### src/hdl/gss_pkg.sv
`timescale 1ns / 1ps
package gss_pkg;

  localparam int MaxResults = 6;

  localparam logic [7:0] BYTE_SEMI   = 8'h3B;
  localparam logic [7:0] BYTE_SPACE  = 8'h20;
  localparam logic [7:0] BYTE_TAB    = 8'h09;
  localparam logic [7:0] BYTE_CR     = 8'h0D;
  localparam logic [7:0] BYTE_LF     = 8'h0A;
  localparam logic [7:0] BYTE_FW0    = 8'hEF;
  localparam logic [7:0] BYTE_FW1    = 8'hBC;
  localparam logic [7:0] BYTE_FW2    = 8'h9B;
  localparam logic [7:0] SENSE_MAX   = 8'hFF;
  localparam logic [7:0] LIMIT_RESET = 8'd2;

  localparam logic [1:0] HELD_NONE = 2'd0;
  localparam logic [1:0] HELD_EF   = 2'd1;
  localparam logic [1:0] HELD_EFBC = 2'd2;
  localparam logic [1:0] HELD_BAD  = 2'd3;

  typedef struct packed {
    logic [7:0] senses_emitted;
    logic       sense_has_content;
    logic       space_pending;
    logic [1:0] held_match_len;
    logic       limit_reached;
  } state_t;

  typedef struct packed {
    logic [MaxResults-1:0][7:0] bytes;
    logic [2:0]                 count;
    logic                       bare;
    logic                       last;
  } res_t;

endpackage

### src/hdl/gss_serializer.sv
`timescale 1ns / 1ps
module gss_serializer (
  input  logic          clk,
  input  logic          rst,
  input  logic          load,
  input  gss_pkg::res_t res,
  output logic          can_load,
  output logic          out_valid,
  input  logic          out_ready,
  output logic [7:0]    out_byte,
  output logic          out_present,
  output logic          out_end
);

  logic [gss_pkg::MaxResults-1:0][7:0] bytes;
  logic [2:0] count;
  logic [2:0] idx;
  logic       bare;
  logic       last;
  logic       valid;
  logic       at_last;

  assign at_last  = (idx == count - 3'd1);
  assign can_load = !valid || (out_ready && at_last);

  assign out_valid   = valid;
  assign out_byte    = bytes[idx];
  assign out_present = !bare;
  assign out_end     = last && at_last;

  always_ff @(posedge clk) begin
    if (rst) begin
      valid <= 1'b0;
      idx   <= 3'd0;
    end else if (load) begin
      valid <= (res.count != 3'd0);
      idx   <= 3'd0;
    end else if (valid && out_ready) begin
      // advance through the queued bytes, drop when the final one leaves
      if (at_last) valid <= 1'b0;
      else idx <= idx + 3'd1;
    end
  end

  always_ff @(posedge clk) begin
    if (load) begin
      bytes <= res.bytes;
      count <= res.count;
      bare  <= res.bare;
      last  <= res.last;
    end
  end

endmodule

### config.mk
export PLATFORM = sky130hd
export DESIGN_NAME = gss_serializer
export DESIGN_NICKNAME = d
export VERILOG_FILES = /design/src/hdl/gss_pkg.sv /design/src/hdl/gss_serializer.sv
export SDC_FILE = /design/constraint.sdc
export NUM_CORES = 1
export LEC_CHECK = 0
export BUFFER_PORTS_ARGS = -buffer_cell sky130_fd_sc_hd__buf_2
export CAP_MARGIN = 20
export CORE_UTILIZATION = 25
export CTS_CLUSTER_DIAMETER = 120
export DETAILED_ROUTE_END_ITERATION = 12
export GPL_ROUTABILITY_DRIVEN = 0
export GPL_TIMING_DRIVEN = 0
export PLACE_DENSITY = 0.44
export REMOVE_ABC_BUFFERS = 1
export SETUP_SLACK_MARGIN = 0.5
export SYNTH_ARGS = -nofsm -noshare
export SYNTH_HDL_FRONTEND = slang
export SYNTH_SLANG_ARGS = --single-unit
### constraint.sdc
create_clock -name clk -period 1.5 [get_ports clk]
set_input_delay 0.225 -clock clk [delete_from_list [all_inputs] [get_ports clk]]
set_output_delay 0.225 -clock clk [all_outputs]
set_load 0.05 [all_outputs]
==> qor.txt, run 1 <==
Outcome = finished with violations
Failing checks = setup timing
Detailed placement HPWL = 3080 um
Detailed-route via count = 1439
CP Launch Type = register
Adder-cell share of the synthesized area = 1.08%
FF-to-FF End = out_valid
Worst setup margin = -0.434 ns
Critical-path maximum fanout = 5
Post-synth EDFFs = 53
Placed Cells = 298
Util after Layout = 38.4%
Worst reg-to-reg path cell count = 9
Combinational family with the most area after synthesis = multiplexers
Register area share after synthesis = 71.9%
Core area = 0.00885 sq mm
Largest net degree at the start of global routing = 38
Synth Area in Simple Gates = 3.28%
Routed vias/inst = 4.26
Chip height = 98.5 um
First-pass GRT wire length = 7980 um
Mapped Cells = 125
Ranking of synthesized cells by area = edfxtp_1 (68%), mux4_1 (6.8%), mux2i_1 (4.3%), dfxtp_1 (3.4%), o22ai_1 (2.2%)
CP max stage delay = 0.51 ns
Yosys cell types = 30
Clock latency on the worst-skew pair = 0.33 ns
CP Buf/Inv Count = 3
Final period util = 129%
Final net count = 284
Count leader, synth = edfxtp_1
#FFs+latches synth = 57
Post-Place Cell Area = 0.00281 sq mm
Cells along the critical path = buf_12 -> mux4_2 -> inv_2 -> o22ai_2 -> buf_6
Gr usage total = 11.3%
Worst setup path endpoint = out_byte[4]
Slew @ Worst Pin = 0.497 ns
Max Root-Sink Buffers = 2
Post-synthesis compound-gate area fraction = 4.73%
YS warnings = 0
Root buffer cell = clkbuf_8
Max Cap Viol = 0
Ys async rst share = 0%
CP required = 1.27 ns
Synth Area per Inst = 18.6 sq um
Post-Layout Inst Area = 0.00340 sq mm
Share of post-route cells with drive strength above 1 = 61.7%
GRT overflow = 0
Initial antenna violation count = 1
Routed wire length per instance = 15.0 um
Fmax = 0.517 GHz
N_diodes = 0
Area grow syn2layout = 46.0%
Hold buffers post-CTS = 0
Worst path depth = 5
Clk sinks = 57
Pwr dens = 1130 mW/mm^2
Reg-to-reg startpoint = count[0]
Synth top cells by count = edfxtp_1 (53), inv_1 (11), mux2i_1 (10)
Worst Hold Class = input port to register
# DRC = 0
Port buffer count = 68
Layout Skew = 0.00728 ns
Post-synth top flop = edfxtp_1
Reg-to-reg setup timing slack = -0.22 ns
Cell row count = 34
CTS tree = done
Worst Setup SP = idx[0]
Reg clk slew, reported paths = 0.07 ns
CP endpoint kind = primary output
Antenna-violating nets left = 0
Final std cells w/o fill = 338
Final setup fails = 14
Fin crit period = 1.93 ns
VDD IR-drop max = 463 uV
Die area = 0.00969 sq mm
Depth of the CTS H-tree = 3
Drt pass-1 iters = 6
Crit Path Category = register to primary output
Final-report max-slew violation count = 0
Mapped cell area = 0.00233 sq mm
Crit path DAT = 1.71 ns
Area leader, netlist = edfxtp_1
Setup_tns = -4.60 ns
First-iteration detailed-routing DRC count = 39
Synth Area in XOR/XNOR = 2.90%
# IOs = 69
Leak = 1.31 nW
Slew HR = 66.9%
RSZ-0062 raised after global routing = yes
Num CTS Buffers = 9
Yosys top cell area share = 68.4%
Die X = 98.5 um
Mux cell area share after synthesis = 13.0%
CP delay by family, top = multiplexers
Total Wirelength = 5070 um
Final hold vios = 0
Initial Util = 26.3%
Highest-delay cell along the critical path = mux4_2
Vias in the first global route = 1543
Total power = 0.00382 W
## layout make-up
cell class / instances / area [sq um]
Fill cell: 867 / 5450
Sequential cell: 57 / 1680
Clock inverter: 7 / 61.3
Timing Repair Buffer: 94 / 712
Clock buffer: 9 / 124
Inverter: 11 / 41.3
Tap cell: 108 / 135
Multi-Input combinational cell: 52 / 639
## cells by family (layout without fill, tap and decap cells)
kind of cell | count (synthesis) | in the layout
compound gates | 13 | 13
mux | 18 | 18
buf+inv | 16 | 121
fa+ha+maj | 2 | 2
xor+xnor | 4 | 4
simple gates | 15 | 15
flops | 57 | 57
## placed cells by master (no fill, tap or decap), types with 3 or more instances in the layout
cell       n
buf_2     55
o22ai_2    6
clkinv_1   3
nand2_1    6
buf_8      3
buf_6     15
edfxtp_1  53
inv_1      3
clkbuf_8   9
inv_2      8
buf_4     17
mux2i_1   10
dfxtp_4    3
mux4_2     8
## registers in the layout (all words and copies together) (netlist names)
name,flops
last,1
bytes,48
idx,3
count,3
out_valid,1
bare,1
## what timing repair did
item,4_1_cts,5_1_grt
cloned,1,0
buffers inserted,19,4
resized for setup,54,16
hold endpoints to repair,0,0
pin swaps,10,5
setup endpoints to repair,39,16
## how the worst min path moves through the flow
stage,depth (start not counted),end,slack (ns),start
2_1_floorplan,1,idx[2],0.29,load
3_3_place_gp,1,bytes[14],0.40,res[19]
3_5_place_dp,1,bytes[5],0.40,res[10]
4_1_cts,1,bytes[2],0.04,res[7]
5_1_grt,1,bytes[34],0.03,res[39]
6_report,1,bytes[2],0.07,res[7]
## power breakdown
part | switching [W] | leakage (nW) | internal (W)
sequential | 0.0000374 | 0.554 | 0.00187
combinational | 0.000277 | 0.671 | 0.000283
clock | 0.000612 | 0.0877 | 0.000746
## metrics by stage
stage	setup WS [ns]	hold WS [ns]
floorplan	-0.836	0.293
global placement	-1.05	0.402
detailed placement	-0.825	0.403
CTS	-0.484	0.0435
global route	-0.523	0.0345
finish	-0.434	0.0681
## routing by layer
metal / global-route usage, % / vias to the layer above / part of all wire, %
li1: - / 691 / -
met1: 14.0 / 691 / 45
met2: 17.6 / 46 / 48
met3: 4.47 / 9 / 6.1
met4: 5.17 / 2 / 1.4
met5: 0 / - / 0.26
No activity file was read; power rests on OpenSTA's default activity.
==> run 2: changes to the inputs <==
--- a/config.mk
+++ b/config.mk
@@ -14,7 +14,6 @@
 export GPL_TIMING_DRIVEN = 0
 export PLACE_DENSITY = 0.44
 export REMOVE_ABC_BUFFERS = 1
-export SETUP_SLACK_MARGIN = 0.5
 export SYNTH_ARGS = -nofsm -noshare
 export SYNTH_HDL_FRONTEND = slang
 export SYNTH_SLANG_ARGS = --single-unit
==> qor.txt, run 2 (same netlist as run 1, synthesis figures left out) <==
Slew @ Worst Pin = 0.872 ns
Clock latency on the worst-skew pair = 0.33 ns
Critical-path maximum fanout = 5
Num CTS Buffers = 9
Max Cap Viol = 0
First-pass GRT wire length = 8000 um
RSZ-0062 raised after global routing = yes
Worst reg-to-reg path cell count = 7
FF-to-FF End = idx[2]
Max reg flops = 48
Min-delay src = res[7]
Final net count = 279
Largest registers = bytes (48), count (3), idx (3)
Reg clk slew, reported paths = 0.07 ns
Post-Place Cell Area = 0.00281 sq mm
Reg-to-reg setup timing slack = -0.15 ns
Min-Delay Endpoint = bytes[2]
Layout Skew = 0.00758 ns
Post-Layout Inst Area = 0.00333 sq mm
Final period util = 129%
Clock power share = 35.8%
CP Buf/Inv Count = 3
CP endpoint kind = primary output
CP max stage delay = 0.51 ns
Port buffer count = 68
Fin crit period = 1.93 ns
P_sw = 0.000924 W
GRT overflow = 0
Fmax = 0.517 GHz
Detailed placement HPWL = 3080 um
Failing checks = setup timing
CTS tree = done
Pwr dens = 1140 mW/mm^2
Final setup fails = 13
Sequential Power Share = 50.1%
Core area = 0.00885 sq mm
VDD IR-drop max = 462 uV
Vias in the first global route = 1539
# DRC = 0
Total Wirelength = 5020 um
Chip height = 98.5 um
Pint = 0.00288 W
Drt pass-1 iters = 6
Reg-to-reg startpoint = count[0]
Most common cell after layout, fill and taps aside = buf_2
Hold depth = 1
Switching share of power = 24.3%
Share of post-route cells with drive strength above 1 = 60.4%
Initial Util = 26.3%
Routed wire length per instance = 15.1 um
Routed vias/inst = 4.24
Commonest non-fill, non-tap cells in the layout = buf_2 (58), edfxtp_1 (53), buf_6 (13), buf_4 (12), mux2i_1 (10)
First-iteration detailed-routing DRC count = 39
# IOs = 69
Crit Path Category = register to primary output
Max Root-Sink Buffers = 2
Die area = 0.00969 sq mm
CP delay by family, top = multiplexers
Detailed-route via count = 1411
CP required = 1.27 ns
CP Launch Type = register
Antenna-violating nets left = 0
N_diodes = 0
Setup_tns = -4.18 ns
Comb pwr share = 14.1%
GR Util met2 = 17.6%
Number of fill cells = 873
Final hold vios = 0
Worst Hold Class = input port to register
Initial antenna violation count = 1
Total power = 0.00380 W
Cell row count = 34
Root buffer cell = clkbuf_8
Cells along the critical path = buf_12 -> mux4_2 -> inv_2 -> o22ai_2 -> buf_6
Largest net degree at the start of global routing = 38
Depth of the CTS H-tree = 3
Highest-delay cell along the critical path = mux4_2
Clk sinks = 57
Routing usage on met1 = 14.0%
Slew HR = 41.9%
Worst setup margin = -0.435 ns
Top Usage Layer GRT = met2
Die X = 98.5 um
Register name with the most flops = bytes
Final-report max-slew violation count = 0
Leak = 1.28 nW
Gr usage total = 11.4%
Area grow syn2layout = 43.3%
Crit path DAT = 1.71 ns
GR Layer Usage met3 = 4.54%
Outcome = finished with violations
run 2: cell count changes in the layout (fill, tap and decap cells not counted), sizes merged:
cell,delta
buf,-5
run 2: per-layer routing:
metal | vias up | wire [um] | share of wire (%)
met4 | 2 | 72 | 1.4
met1 | 673 | 2270 | 45
met3 | 9 | 309 | 6.2
li1 | 681 | - | -
met5 | - | 13 | 0.26
met2 | 46 | 2360 | 47
run 2: area by class of cell:
class / instances / area, sq um / area share (%)
clock buffer: 9 / 124 / 3.72
tap: 108 / 135 / 4.05
multi-input combinational: 52 / 639 / 19.2
sequential: 57 / 1680 / 50.4
clock inverter: 7 / 61.3 / 1.84
timing repair buffer: 89 / 652 / 19.6
inverter: 11 / 41.3 / 1.24
run 2: how the worst max path moves through the flow:
stage                 from     endpoint  slack [ns]  depth (start not counted)
floorplan           idx[0]  out_byte[2]       -0.84                          3
global placement    idx[0]  out_byte[2]       -1.05                          4
detailed placement  idx[0]  out_byte[6]       -0.82                          5
CTS                 idx[0]  out_byte[5]       -0.48                          5
global route        idx[0]  out_byte[4]       -0.52                          5
finish              idx[0]  out_byte[4]       -0.43                          5
run 2: timing repair:
item | CTS | global route
gates resized for setup | 46 | 15
setup buffers | 18 | 5
cloned | 1 | 0
hold buffers | 0 | 0
setup endpoints to repair | 14 | 14
pin swaps | 9 | 5
run 2: power by group through the flow:
stage,clock network [W],registers [W],logic [W]
after CTS,0.00140,0.00191,0.000503
final,0.00136,0.00191,0.000536
after global placement,0,0.00195,0.000371
after floorplan,0,0.00194,0.000214
after global routing,0.00149,0.00192,0.000575
after detailed placement,0,0.00195,0.000388
run 2: metrics by stage:
stage / hold WS, ns / cells / util [%] / setup slack (ns)
after floorplan: 0.293 / 120 / - / -0.836
after global placement: 0.402 / 296 / 31.3 / -1.05
after detailed placement: 0.403 / 298 / 31.8 / -0.825
after CTS: 0.0435 / 333 / 37.0 / -0.484
after global routing: 0.0345 / 333 / 37.7 / -0.523
final: 0.0681 / 333 / 37.7 / -0.435
run 2: worst register-to-register path: stages (launching register included):
cell	delay (ns)
edfxtp_1	0.41
inv_2	0.08
ha_4	0.21
xor2_4	0.16
buf_6	0.14
buf_6	0.10
a211o_1	0.26
a311oi_2	0.20
